$ cat src/sv/blink_envelope_timer_defines.svh
// ----------------------------------------------------------------------------
// blink envelope timer assertion macros
// shared concurrent assertion forms, clocked on clock, quiet during reset
// ----------------------------------------------------------------------------
`ifndef BLINK_ENVELOPE_TIMER_DEFINES_SVH
`define BLINK_ENVELOPE_TIMER_DEFINES_SVH

// same-cycle implication
`define BET_ASSERT_NOW(label, ante, cons, msg) \
   label: assert property (@(posedge clock) disable iff (reset) (ante) |-> (cons)) \
      else $error(msg);

// next-cycle implication
`define BET_ASSERT_NEXT(label, ante, cons, msg) \
   label: assert property (@(posedge clock) disable iff (reset) (ante) |=> (cons)) \
      else $error(msg);

`endif

$ cat src/sv/bet_pkg.sv
// ----------------------------------------------------------------------------
// bet_pkg
// types, codes and constants shared by the blink envelope timer files
// ----------------------------------------------------------------------------
package bet_pkg;

   // field widths
   localparam int MS_W      = 16;
   localparam int WAIT_W    = 17;
   localparam int OPEN_W    = 17;
   localparam int CHANCE_W  = 10;
   localparam int OP_W      = 2;
   localparam int CSR_IDX_W = 3;
   localparam int CSR_DAT_W = 17;

   // openness scale
   localparam int FRAC_W = 16;
   localparam logic [OPEN_W-1:0] FULL_OPEN = OPEN_W'(1 << FRAC_W);

   // serial divider sizing: dividend is a ms difference shifted up by FRAC_W
   localparam int DIV_STEPS = MS_W + FRAC_W;
   localparam int DIV_CNT_W = $clog2(DIV_STEPS);

   // default tick length
   localparam int TICK_MS_DEF = 10;

   // operation codes
   localparam logic [OP_W-1:0] OP_TICK  = 2'd0;
   localparam logic [OP_W-1:0] OP_BLINK = 2'd1;
   localparam logic [OP_W-1:0] OP_BEGIN = 2'd2;

   // register indexes
   localparam logic [CSR_IDX_W-1:0] CSR_BLINK_LENGTH  = 3'd0;
   localparam logic [CSR_IDX_W-1:0] CSR_CLOSE_LENGTH  = 3'd1;
   localparam logic [CSR_IDX_W-1:0] CSR_MIN_OPENNESS  = 3'd2;
   localparam logic [CSR_IDX_W-1:0] CSR_DOUBLE_CHANCE = 3'd3;
   localparam logic [CSR_IDX_W-1:0] CSR_DOUBLE_GAP    = 3'd4;
   localparam logic [CSR_IDX_W-1:0] CSR_GAP_MIN       = 3'd5;
   localparam logic [CSR_IDX_W-1:0] CSR_GAP_MAX       = 3'd6;

   // register reset values
   localparam logic [MS_W-1:0]     BLINK_LENGTH_RST  = 16'd150;
   localparam logic [MS_W-1:0]     CLOSE_LENGTH_RST  = 16'd45;
   localparam logic [OPEN_W-1:0]   MIN_OPENNESS_RST  = 17'd3277;
   localparam logic [CHANCE_W-1:0] DOUBLE_CHANCE_RST = 10'd150;
   localparam logic [MS_W-1:0]     DOUBLE_GAP_RST    = 16'd250;
   localparam logic [MS_W-1:0]     GAP_MIN_RST       = 16'd2000;
   localparam logic [MS_W-1:0]     GAP_MAX_RST       = 16'd6000;

   // divider request and status
   typedef struct packed {
      logic            start;
      logic [MS_W-1:0] numer;
      logic [MS_W-1:0] denom;
   } div_req_type;

   typedef struct packed {
      logic              done;
      logic [OPEN_W-1:0] quotient;
   } div_rsp_type;

endpackage

$ cat src/sv/blink_envelope_timer.sv
// ----------------------------------------------------------------------------
// blink_envelope_timer
// eyelid openness envelope on a randomized wait timer
// ----------------------------------------------------------------------------
// Each request beat is one control tick (op 0), an immediate blink (op 1) or a
// begin that only schedules the first wait (op 2); every beat yields exactly
// one response beat with the lid openness (Q1.16, 65536 fully open) and the
// blink flag. A tick inside the closing or opening ramp runs the bit-serial
// divider, one quotient bit per cycle over 32 dividend bits, before its
// response is registered; every other beat goes straight from idle to the
// send state. While an earlier response is stalled, a finished beat waits in
// the send state until the output register is free. One beat is worked at a
// time; a finished response sits in the output register so the next request
// beat can be taken while it waits. Registers are to be written through the
// csr port only while the block is idle; the block itself does not enforce it.
// ----------------------------------------------------------------------------
`include "blink_envelope_timer_defines.svh"

module blink_envelope_timer
   import bet_pkg::*;
#(
   parameter int TICK_MS = TICK_MS_DEF
)
(
   input  logic                 clock,
   input  logic                 reset,
   input  logic                 req_valid,
   output logic                 req_stall,
   input  logic [OP_W-1:0]      req_op,
   input  logic [CHANCE_W-1:0]  req_chance_draw,
   input  logic [MS_W-1:0]      req_gap_offset_draw,
   output logic                 rsp_valid,
   input  logic                 rsp_stall,
   output logic [OPEN_W-1:0]    rsp_openness,
   output logic                 rsp_blink_active,
   input  logic                 csr_we,
   input  logic [CSR_IDX_W-1:0] csr_index,
   input  logic [CSR_DAT_W-1:0] csr_wdata
);

   localparam logic [WAIT_W-1:0] TICK = WAIT_W'(TICK_MS);
   localparam logic [MS_W-1:0]   PHASE_MAX = '1;

   // sequencer states
   localparam logic [1:0] ST_IDLE = 2'd0;
   localparam logic [1:0] ST_DIV  = 2'd1;
   localparam logic [1:0] ST_SEND = 2'd2;

   logic [1:0]          state_ff, state_in;

   // configuration
   logic [MS_W-1:0]     blink_len_ff, blink_len_in;
   logic [MS_W-1:0]     close_len_ff, close_len_in;
   logic [OPEN_W-1:0]   min_open_ff, min_open_in;
   logic [CHANCE_W-1:0] dbl_chance_ff, dbl_chance_in;
   logic [MS_W-1:0]     dbl_gap_ff, dbl_gap_in;
   logic [MS_W-1:0]     gap_min_ff, gap_min_in;
   logic [MS_W-1:0]     gap_max_ff, gap_max_in;

   // envelope state
   logic                env_active_ff, env_active_in;
   logic [MS_W-1:0]     phase_ff, phase_in;
   logic [WAIT_W-1:0]   wait_left_ff, wait_left_in;
   logic                dbl_pending_ff, dbl_pending_in;
   logic [OPEN_W-1:0]   open_now_ff, open_now_in;

   // output register
   logic                rsp_valid_ff, rsp_valid_in;
   logic [OPEN_W-1:0]   rsp_open_ff, rsp_open_in;
   logic                rsp_active_ff, rsp_active_in;

   div_req_type         div_req;
   div_rsp_type         div_rsp;

   logic [OPEN_W-1:0]   floor_v;
   logic [WAIT_W-1:0]   wait_dec;
   logic [MS_W:0]       phase_sum;
   logic [MS_W-1:0]     phase_inc;
   logic                sched_double;
   logic [MS_W-1:0]     span;
   logic [MS_W-1:0]     offset_cl;
   logic [WAIT_W-1:0]   sched_wait;

   bet_div u_div (
      .clock   (clock),
      .reset   (reset),
      .div_req (div_req),
      .div_rsp (div_rsp)
   );

   // helpers: floor clamp, countdown, phase step, next wait
   always_comb begin
      floor_v   = (min_open_ff > FULL_OPEN) ? FULL_OPEN : min_open_ff;
      wait_dec  = (wait_left_ff > TICK) ? (wait_left_ff - TICK) : '0;
      phase_sum = {1'b0, phase_ff} + TICK[MS_W:0];
      phase_inc = phase_sum[MS_W] ? PHASE_MAX : phase_sum[MS_W-1:0];
      sched_double = !dbl_pending_ff && (req_chance_draw < dbl_chance_ff);
      span      = gap_max_ff - gap_min_ff;
      offset_cl = (req_gap_offset_draw >= span) ? (span - 1'b1) : req_gap_offset_draw;
      if (sched_double) begin
         sched_wait = {1'b0, dbl_gap_ff};
      end else if (gap_max_ff <= gap_min_ff) begin
         sched_wait = {1'b0, gap_min_ff};
      end else begin
         sched_wait = {1'b0, gap_min_ff} + {1'b0, offset_cl};
      end
   end

   // sequencer and state update
   always_comb begin
      state_in       = state_ff;
      blink_len_in   = blink_len_ff;
      close_len_in   = close_len_ff;
      min_open_in    = min_open_ff;
      dbl_chance_in  = dbl_chance_ff;
      dbl_gap_in     = dbl_gap_ff;
      gap_min_in     = gap_min_ff;
      gap_max_in     = gap_max_ff;
      env_active_in  = env_active_ff;
      phase_in       = phase_ff;
      wait_left_in   = wait_left_ff;
      dbl_pending_in = dbl_pending_ff;
      open_now_in    = open_now_ff;
      rsp_valid_in   = rsp_valid_ff;
      rsp_open_in    = rsp_open_ff;
      rsp_active_in  = rsp_active_ff;
      div_req.start  = 1'b0;
      div_req.numer  = close_len_ff - phase_ff;
      div_req.denom  = close_len_ff;

      // register writes
      if (csr_we) begin
         case (csr_index)
            CSR_BLINK_LENGTH:  blink_len_in  = csr_wdata[MS_W-1:0];
            CSR_CLOSE_LENGTH:  close_len_in  = csr_wdata[MS_W-1:0];
            CSR_MIN_OPENNESS:  min_open_in   = csr_wdata[OPEN_W-1:0];
            CSR_DOUBLE_CHANCE: dbl_chance_in = csr_wdata[CHANCE_W-1:0];
            CSR_DOUBLE_GAP:    dbl_gap_in    = csr_wdata[MS_W-1:0];
            CSR_GAP_MIN:       gap_min_in    = csr_wdata[MS_W-1:0];
            CSR_GAP_MAX:       gap_max_in    = csr_wdata[MS_W-1:0];
            default: ;
         endcase
      end

      // response beat taken
      if (rsp_valid_ff && !rsp_stall) begin
         rsp_valid_in = 1'b0;
      end

      case (state_ff)
         ST_IDLE: begin
            if (req_valid) begin
               state_in = ST_SEND;
               case (req_op)
                  OP_TICK: begin
                     if (!env_active_ff) begin
                        wait_left_in = wait_dec;
                        if (wait_dec == '0) begin
                           env_active_in = 1'b1;
                           phase_in      = '0;
                        end
                        open_now_in = FULL_OPEN;
                     end else if (phase_ff >= blink_len_ff) begin
                        open_now_in    = FULL_OPEN;
                        env_active_in  = 1'b0;
                        phase_in       = '0;
                        dbl_pending_in = sched_double;
                        wait_left_in   = sched_wait;
                     end else if (phase_ff < close_len_ff) begin
                        div_req.start = 1'b1;
                        state_in      = ST_DIV;
                     end else if (blink_len_ff > close_len_ff) begin
                        div_req.start = 1'b1;
                        div_req.numer = phase_ff - close_len_ff;
                        div_req.denom = blink_len_ff - close_len_ff;
                        state_in      = ST_DIV;
                     end else begin
                        open_now_in = floor_v;
                        phase_in    = phase_inc;
                     end
                  end
                  OP_BLINK: begin
                     env_active_in = 1'b1;
                     phase_in      = '0;
                  end
                  OP_BEGIN: begin
                     dbl_pending_in = sched_double;
                     wait_left_in   = sched_wait;
                  end
                  default: ;
               endcase
            end
         end
         ST_DIV: begin
            if (div_rsp.done) begin
               open_now_in = (div_rsp.quotient < floor_v) ? floor_v : div_rsp.quotient;
               phase_in    = phase_inc;
               state_in    = ST_SEND;
            end
         end
         ST_SEND: begin
            if (!rsp_valid_ff || !rsp_stall) begin
               rsp_valid_in  = 1'b1;
               rsp_open_in   = open_now_ff;
               rsp_active_in = env_active_ff;
               state_in      = ST_IDLE;
            end
         end
         default: state_in = ST_IDLE;
      endcase
   end

   always_ff @(posedge clock) begin
      if (reset) begin
         state_ff       <= ST_IDLE;
         blink_len_ff   <= BLINK_LENGTH_RST;
         close_len_ff   <= CLOSE_LENGTH_RST;
         min_open_ff    <= MIN_OPENNESS_RST;
         dbl_chance_ff  <= DOUBLE_CHANCE_RST;
         dbl_gap_ff     <= DOUBLE_GAP_RST;
         gap_min_ff     <= GAP_MIN_RST;
         gap_max_ff     <= GAP_MAX_RST;
         env_active_ff  <= 1'b0;
         phase_ff       <= '0;
         wait_left_ff   <= '0;
         dbl_pending_ff <= 1'b0;
         open_now_ff    <= FULL_OPEN;
         rsp_valid_ff   <= 1'b0;
      end else begin
         state_ff       <= state_in;
         blink_len_ff   <= blink_len_in;
         close_len_ff   <= close_len_in;
         min_open_ff    <= min_open_in;
         dbl_chance_ff  <= dbl_chance_in;
         dbl_gap_ff     <= dbl_gap_in;
         gap_min_ff     <= gap_min_in;
         gap_max_ff     <= gap_max_in;
         env_active_ff  <= env_active_in;
         phase_ff       <= phase_in;
         wait_left_ff   <= wait_left_in;
         dbl_pending_ff <= dbl_pending_in;
         open_now_ff    <= open_now_in;
         rsp_valid_ff   <= rsp_valid_in;
      end
      rsp_open_ff   <= rsp_open_in;
      rsp_active_ff <= rsp_active_in;
   end

   assign req_stall        = (state_ff != ST_IDLE);
   assign rsp_valid        = rsp_valid_ff;
   assign rsp_openness     = rsp_open_ff;
   assign rsp_blink_active = rsp_active_ff;

   // checks
   `BET_ASSERT_NOW(a_open_range, rsp_valid, rsp_openness <= FULL_OPEN, "openness above full")
   `BET_ASSERT_NOW(a_div_in_state, div_rsp.done, state_ff == ST_DIV, "divider done outside divide")
   `BET_ASSERT_NEXT(a_one_at_a_time, req_valid && !req_stall, req_stall, "second beat taken")
   `BET_ASSERT_NOW(a_idle_phase, !env_active_ff, phase_ff == '0, "phase nonzero while waiting")

endmodule

$ cat src/sv/bet_div.sv
// ----------------------------------------------------------------------------
// bet_div
// bit-serial restoring divider: (numer << 16) / denom, one quotient bit a cycle
// ----------------------------------------------------------------------------
module bet_div
   import bet_pkg::*;
(
   input  logic        clock,
   input  logic        reset,
   input  div_req_type div_req,
   output div_rsp_type div_rsp
);

   localparam logic [DIV_CNT_W-1:0] LAST_STEP = DIV_CNT_W'(DIV_STEPS - 1);

   logic                  busy_ff, busy_in;
   logic                  done_ff, done_in;
   logic [DIV_CNT_W-1:0]  cnt_ff, cnt_in;
   logic [DIV_STEPS-1:0]  dvd_ff, dvd_in;
   logic [MS_W-1:0]       rem_ff, rem_in;
   logic [MS_W-1:0]       den_ff, den_in;
   logic [OPEN_W-1:0]     quo_ff, quo_in;

   logic [MS_W:0]         rem_sh;
   logic [MS_W:0]         rem_sub;
   logic                  fits;

   // one restoring step
   always_comb begin
      rem_sh  = {rem_ff, dvd_ff[DIV_STEPS-1]};
      fits    = rem_sh >= {1'b0, den_ff};
      rem_sub = rem_sh - {1'b0, den_ff};
   end

   // step sequencing
   always_comb begin
      busy_in = busy_ff;
      done_in = 1'b0;
      cnt_in  = cnt_ff;
      dvd_in  = dvd_ff;
      rem_in  = rem_ff;
      den_in  = den_ff;
      quo_in  = quo_ff;
      if (div_req.start) begin
         busy_in = 1'b1;
         cnt_in  = '0;
         dvd_in  = {div_req.numer, {FRAC_W{1'b0}}};
         rem_in  = '0;
         den_in  = div_req.denom;
         quo_in  = '0;
      end else if (busy_ff) begin
         dvd_in = {dvd_ff[DIV_STEPS-2:0], 1'b0};
         rem_in = fits ? rem_sub[MS_W-1:0] : rem_sh[MS_W-1:0];
         quo_in = {quo_ff[OPEN_W-2:0], fits};
         cnt_in = cnt_ff + 1'b1;
         if (cnt_ff == LAST_STEP) begin
            busy_in = 1'b0;
            done_in = 1'b1;
         end
      end
   end

   always_ff @(posedge clock) begin
      if (reset) begin
         busy_ff <= 1'b0;
         done_ff <= 1'b0;
         cnt_ff  <= '0;
      end else begin
         busy_ff <= busy_in;
         done_ff <= done_in;
         cnt_ff  <= cnt_in;
      end
      dvd_ff <= dvd_in;
      rem_ff <= rem_in;
      den_ff <= den_in;
      quo_ff <= quo_in;
   end

   assign div_rsp.done     = done_ff;
   assign div_rsp.quotient = quo_ff;

endmodule

$ cat config.mk
export PLATFORM = sky130hd
export DESIGN_NAME = blink_envelope_timer
export DESIGN_NICKNAME = d
export VERILOG_FILES = /design/src/sv/bet_pkg.sv /design/src/sv/blink_envelope_timer.sv /design/src/sv/bet_div.sv
export VERILOG_INCLUDE_DIRS = /design/src /design/src/sv
export SDC_FILE = /design/constraint.sdc
export NUM_CORES = 1
export LEC_CHECK = 0
export CAP_MARGIN = 20
export CORE_ASPECT_RATIO = 1.2
export CORE_MARGIN = 1.5
export CORE_UTILIZATION = 68
export DETAILED_ROUTE_END_ITERATION = 8
export DONT_BUFFER_PORTS = 1
export PLACE_DENSITY = 0.9
export SLEW_MARGIN = 20
export SYNTH_ARGS = -nofsm -noshare
export SYNTH_HDL_FRONTEND = slang
export SYNTH_SLANG_ARGS = --single-unit
$ cat constraint.sdc
create_clock -name clock -period 10.3 [get_ports clock]
set_input_delay 3.09 -clock clock [delete_from_list [all_inputs] [get_ports clock]]
set_output_delay 3.09 -clock clock [all_outputs]
set_load 0.02 [all_outputs]
# Word-level counts from Yosys, hierarchy flattened
# Cells that the tools add are included.
[classes] add_sub_neg=10 mul=0 div=0 n_lt_le_gt_ge=10 n_eq_ne=24 shift=0 mux=61 bitwise_logic=1 n_reduce_logical=31
[op_table] operator="two-way mux 17 bit" count=14
[op_table] operator="two-way mux 33 bit" count=6
[op_table] operator="two-way mux 16 bit" count=10
[op_table] operator="two-way mux 32 bit" count=3
[op_table] operator="subtractor 16 bit" count=5
[op_table] operator="case mux 17 bit (2 select lines)" count=2
[op_table] operator="case mux 16 bit (2 select lines)" count=2
[op_table] operator="greater-or-equal comparator 16 bit" count=2
[op_table] operator="adder 16 x 16 -> 17 bit" count=1
[op_table] operator="adder 16 x 4 -> 17 bit (second input constant)" count=1
[op_table] operator="greater-or-equal comparator 17 x 16 -> 1 bit" count=1
[op_table] operator="> comparator 17 bit (second input constant)" count=1
[op_table] operator="> comparator 17 x 4 -> 1 bit (second input constant)" count=1
[op_table] operator="logical NOT 17 bit" count=1
[op_table] operator="less-than comparator 17 bit" count=1
[op_table] operator="subtractor 17 x 4 -> 17 bit (second input constant)" count=1
[op_table] operator="> comparator 16 bit" count=1
[op_table] operator="less-or-equal comparator 16 bit" count=1
[op_table] operator="less-than comparator 16 bit" count=1
[op_table] operator="two-way mux 2 bit" count=8
[op_table] operator="AND reduction 2 bit" count=8
[op_table] operator="subtractor 16 x 1 -> 16 bit (second input constant)" count=1
[op_table] operator="two-way mux 1 bit" count=13
[op_table] operator="!= test 4 bit (second input constant)" count=3
[op_table] operator="other kinds (29)" count=49
[word_totals] register_bits=252 latch_bits=0 ramBits=0 rom_bits=0 inputBits=53 output_inout_bits=20 elab_cells=160 memories=0

# Logic depth before layout (Yosys ltp)
[depth] word_depth=9 ltp_mapped=33 ltp_nobuf=32

# Cells and area by module
# A second synthesis with hierarchy kept.
[hier_totals] cells_unflattened=2066 area_unflattened_um2=16967.5
[by_module_without_submodules] module="blink_envelope_timer" n_inst=1 cells_each=1717 area_per_inst_um2=13345.3 seq_area_each_um2=3783.6
[by_module_without_submodules] module="bet_div" n_inst=1 cells_each=349 area_per_inst_um2=3622.2 seq_area_each_um2=1761.7

# Worst setup path after synthesis
# No wires, ideal clock.
[synth_path] kind="input to register" start="input req_gap_offset_draw[0]" end="register wait_left_ff[16]" setup_time_ns=0.078 t_arrival_ns=7.336 required_time_ns=10.222 setup_slack_ns=2.886 cell_stages=26 n_path_buf=1 path_cell_list="inv_1 -> ha_1 -> nand2b_1 -> a21o_1 -> a21oi_1 -> o21ai_0 -> a21o_1 -> a21o_1 -> a21oi_1 -> maj3_1 -> maj3_2 -> o21ai_4 -> buf_4 -> mux2_2 -> ha_1 -> a21oi_1 -> o21bai_1 -> nand2_1 -> a211oi_1 -> nor2_1 -> nand2_1 -> a31o_2 -> a21oi_1 -> o21a_1 -> o221a_2 -> nor3_1"
[synth_between] elab_chain_cells=8
[synth_lines] item="start: declaration" line_no="blink_envelope_timer.sv:31" rtl="input logic [MS_W-1:0] req_gap_offset_draw,"
[synth_lines] item="greater-or-equal comparator 16 bit" line_no="blink_envelope_timer.sv:99" rtl="offset_cl = (req_gap_offset_draw >= span) ? (span - 1'b1) : req_gap_offset_draw;"
[synth_lines] item="two-way mux 16 bit (*)" line_no="blink_envelope_timer.sv:99"
[synth_lines] item="adder 16 x 16 -> 17 bit (*)" line_no="blink_envelope_timer.sv:105" rtl="sched_wait = {1'b0, gap_min_ff} + {1'b0, offset_cl};"
[synth_lines] item="two-way mux 17 bit (*)" line_no="blink_envelope_timer.sv:102" rtl="end else if (gap_max_ff <= gap_min_ff) begin"
[synth_lines] item="two-way mux 17 bit (*)" line_no="blink_envelope_timer.sv:100" rtl="if (sched_double) begin"
[synth_lines] item="two-way mux 17 bit" line_no="blink_envelope_timer.sv:163" rtl="end else if (phase_ff >= blink_len_ff) begin"
[synth_lines] item="two-way mux 17 bit" line_no="blink_envelope_timer.sv:156" rtl="if (!env_active_ff) begin"
[synth_lines] item="case mux 17 bit (2 select lines) (*)" line_no="blink_envelope_timer.sv:154" rtl="case (req_op)"
[synth_lines] item="end signal: assignment" line_no="blink_envelope_timer.sv:240" rtl="wait_left_ff <= wait_left_in;"
[synth_lines] item="end: declaration" line_no="blink_envelope_timer.sv:63" rtl="logic [WAIT_W-1:0] wait_left_ff, wait_left_in;"
# Mark *: on every way between the ends. The rest lies on a longest branch, timed or not. The select of a mux whose other input is x is not followed.
# A chain may end at the register's enable or synchronous reset.

# Worst setup path after layout
# Same ends and word-level chain as after synthesis.

==> flow_summary.yaml <==
outcome:
  status: "finished with violations"
  violations: "design-rule violations"
power_and_ir_drop:
  clkPwrFrac_pct: 30.9
  worst_ir_drop_vdd_mv: 0.1046
  power.share.switching_pct: 33.84
  net_switching_power_mw: 1.066
  ratio_of_total_power_to_cell_area_nw_per_um2: 178.2
  fin_total_pwr_mw: 3.149
  seq_power_share_pct: 38.5
  comb_power_share_pct: 30.7
  intPower_mw: 2.083
  leakagePower_nw: 7.217
critical_path:
  r2r_end: "wait_left_ff[16]$_SDFFE_PP0P_"
  critical_path.reg2reg.startpoint: "gap_min_ff[2]$_SDFFE_PP0P_"
  r2r_setup_slack_ps: 3560
  worst-endpoint-arrival_ps: 8050
  worst_ep_required_time_ps: 10760
  path_class: "input pin to flop"
  crit_path_max_fanout: 16
  critPathLaunchType: "input pin"
  worstRegToRegCells: 28
  cp-end-kind: "flop"
  worst_setup_path_startpoint: "req_gap_offset_draw[0]"
timing:
  fin_crit_ps: 7586
  layout_setup_ws_ps: 2714
  final_hold_viol_count: 0
  finalCritPeriodShare_pct: 73.66
  maxSlewHeadroom_pct: 26.92
  fin_worst_skew_ps: 24.56
  finalSetupTns_ps: 0
  max_slew.worst_pin.slew_ps: 1096
  maxClockFrequency_mhz: 131.8
  setup_viol: 0
  drv_slew: 0
  rsz0062_at_grt: "false"
route:
  dr.pass1.iters: 9
  viasPerCell: 6.423
  drc_violation_count_after_routing: 1
  drt-total-wl_um: 45050
  detail-route-antenna-nets: 0
  detailedRoute.firstIterationViolations: 1283
  routed_wire_length_per_instance_um: 19.23
  route.vias.total: 15050
worst_hold_path:
  worstHoldStart: "open_now_ff[9]$_SDFFE_PP0P_"
  min_path_cells: 0
  worstHoldPathType: "flop to flop"
  hold_path_end: "rsp_openness[9]$_DFFE_PP_"
synthesis:
  synth-edff-count: 50
  synth_flop_cell: "dfxtp_1"
  ys_seq_elements: 252
  synth.yosys.warnings: 0
  synthesis.instances: 2052
  ys_types: 87
  postSynthNetCount: 2267
  synth.yosys.seq_area_share_pct: 33.31
  syn-mean-instance-area_sq_um: 8.113
  post_synth_instance_area_sq_um: 16650
  async_reset_ff_share_pct: 0
cells_and_area:
  finish.net_count: 2218
  postLayoutCellArea_sq_um: 17670
  final_cells: 2343
  most-common-layout-cells: "317 x nand2_1, 201 x dfxtp_1, 197 x a21oi_1"
  ff_latch_area_sq_um: 5547
  syn2layout_area_growth_pct: 6.140
  n_antenna_cell: 0
  area_of_combinational_cells_with_multiple_inputs_sq_um: 10260
  leading_cell_type_in_the_layout_fill_and_taps_excluded: "nand2_1"
  drive_gt1_share_pct: 5.388
  nFillCells: 1750
cts:
  clockRootBuffer: "clkbuf_16"
  clock_tree_from_tritoncts: "done"
  clk_pin_slew_ps: 70
  postCtsResizedCells: 0
  cts_max_level: 1
  cts_hold_repair.buffers: 0
  cts_max_path_buffers: 3
  numClockSinks: 252
  tritoncts.num_buffers: 26
  clock_latency_ps: 550
  cts_setup_buffers: 0
global_routing:
  grt_pass1_vias: 14930
  grt_start_max_net_pins: 150
  grt_pass1_wl_um: 72640
  globalRouteTotalUtil_pct: 34.77
  gr-total-overflow: 0
  number_of_antenna_violations_at_the_first_check_in_global_routing: 0
placed_design:
  place.detailed.instances: 2295
  dpl_worst_slack_ps: 2152
  io_buffers: 0
  dpl_cell_area_sq_um: 16790
  place_congestion: 0.9666
  detailed_place_hpwl_um: 32690
floorplanning:
  die_x_um: 145.8
  initial_utilization_pct: 69.45
  num_io_pins: 73
  core-area_sq_um: 23970
  core.rowCount: 62
  die_area_sq_um: 25430
  die_h_um: 174.4
job:
  max_cap_violations: 0
flip-flops by register name, summed over array words and instances, names as in the netlist, 5 cells and up:
register	flops
min_open_ff	17
open_now_ff	17
rsp_openness	17
u_div.quo_ff	17
wait_left_ff	17
blink_len_ff	16
close_len_ff	16
dbl_gap_ff	16
gap_max_ff	16
gap_min_ff	16
phase_ff	16
u_div.den_ff	16
u_div.dvd_ff	16
u_div.rem_ff	16
dbl_chance_ff	10
u_div.cnt_ff	5
routing by layer:
metal / GRT usage, % / wire length, um / vias up
met5: 0 / 0 / -
met1: 38.34 / 16660 / 7047
met4: 22.28 / 2805 / 0
li1: - / - / 7140
met2: 62.36 / 22250 / 677
met3: 5.118 / 3326 / 186
power groups by stage:
stage,clock network [mW],logic [mW],registers (mW)
6_report,0.972,0.965,1.21
5_1_grt,1.01,1.09,1.22
4_1_cts,0.974,0.956,1.21
3_5_place_dp,0,0.944,1.23
3_3_place_gp,0,0.897,1.22
2_1_floorplan,0,0.782,1.19
area by class of cell:
class                      instances  share of cell area (%)
timing repair buffer              13                  0.5523
multi-input combinational       1581                   58.09
sequential                       252                   31.39
tap                              320                   2.266
clock buffer                      33                   3.951
inverter                         129                   2.740
clock inverter                    15                   1.013
cell families (layout without fill, tap and decap cells):
kind of cell               count (synthesis)  after routing  synth area share [%]
buffers and inverters                    219            190                 5.178
DFF                                      252            252                 33.31
AOI/OAI and AO/OA                        510            510                 19.23
xor gates and xnor gates                  83             83                 4.367
adders and majority gates                164            164                 12.57
and+or+nand+nor                          766            766                 21.72
muxes                                     58             58                 3.623
how the worst max path moves through the flow:
stage	to	depth (start not counted)
after floorplan	wait_left_ff[16]$_SDFFE_PP0P_	26
final	wait_left_ff[16]$_SDFFE_PP0P_	25
after global placement	wait_left_ff[16]$_SDFFE_PP0P_	25
after global routing	wait_left_ff[15]$_SDFFE_PP0P_	25
after detailed placement	wait_left_ff[15]$_SDFFE_PP0P_	25
after CTS	wait_left_ff[15]$_SDFFE_PP0P_	25
stage by stage:
stage | hold WS [ps] | utilization [%]
2_1_floorplan | 409.0 | -
5_1_grt | 442.4 | 73.71
6_report | 434.2 | 73.71
3_5_place_dp | 420.7 | 70.05
4_1_cts | 436.9 | 73.71
3_3_place_gp | 413.3 | 70.02
Yosys cell counts, types with 4 or more instances:
cell type | number | area share, %
o21bai_1 | 5 | 0.23
inv_1 | 127 | 2.9
nand3b_1 | 37 | 1.7
a31oi_1 | 13 | 0.49
and3_1 | 11 | 0.41
dfxtp_1 | 202 | 24
clkbuf_1 | 73 | 1.6
nor2_1 | 169 | 3.8
or2_2 | 5 | 0.19
ha_1 | 156 | 12
o22ai_1 | 9 | 0.34
nor4_1 | 10 | 0.38
a21oi_1 | 200 | 6.0
o21ai_1 | 5 | 0.15
fa_1 | 6 | 0.72
or3_1 | 14 | 0.53
xnor2_1 | 51 | 2.7
edfxtp_1 | 50 | 9.0
nor2b_1 | 22 | 0.83
buf_2 | 8 | 0.24
o21a_1 | 18 | 0.81
a21o_1 | 44 | 2.0
and2_1 | 6 | 0.23
nor3_1 | 64 | 1.9
o21ai_0 | 91 | 2.7
nor3b_1 | 8 | 0.36
mux2i_1 | 40 | 2.4
nand3_1 | 33 | 0.99
nand2_1 | 317 | 7.1
a211o_1 | 12 | 0.63
a221oi_1 | 25 | 1.3
a311oi_1 | 5 | 0.26
nand2b_1 | 26 | 0.98
a211oi_1 | 30 | 1.4
nand4_1 | 17 | 0.64
mux2_2 | 16 | 1.1
o211ai_1 | 11 | 0.50
buf_1 | 4 | 0.090
xor2_1 | 32 | 1.7
critical path, stage by stage:
cell and delay, ps:
inv_1 40, ha_1 270, nand2b_1 90, a21o_1 110
a21oi_1 60, o21ai_0 210, a21o_1 160, a21o_1 110
a21oi_1 60, maj3_1 360, maj3_2 330, o21ai_4 490
mux2_2 400, ha_1 330, a21oi_1 90, o21bai_1 220
nand2_1 140, a211oi_1 400, nor2_1 100, nand2_1 90
a31o_2 160, a21oi_1 100, o21a_1 180, o221a_2 270
nor3_1 160
Note: power is estimated with default switching activity, not from simulation.
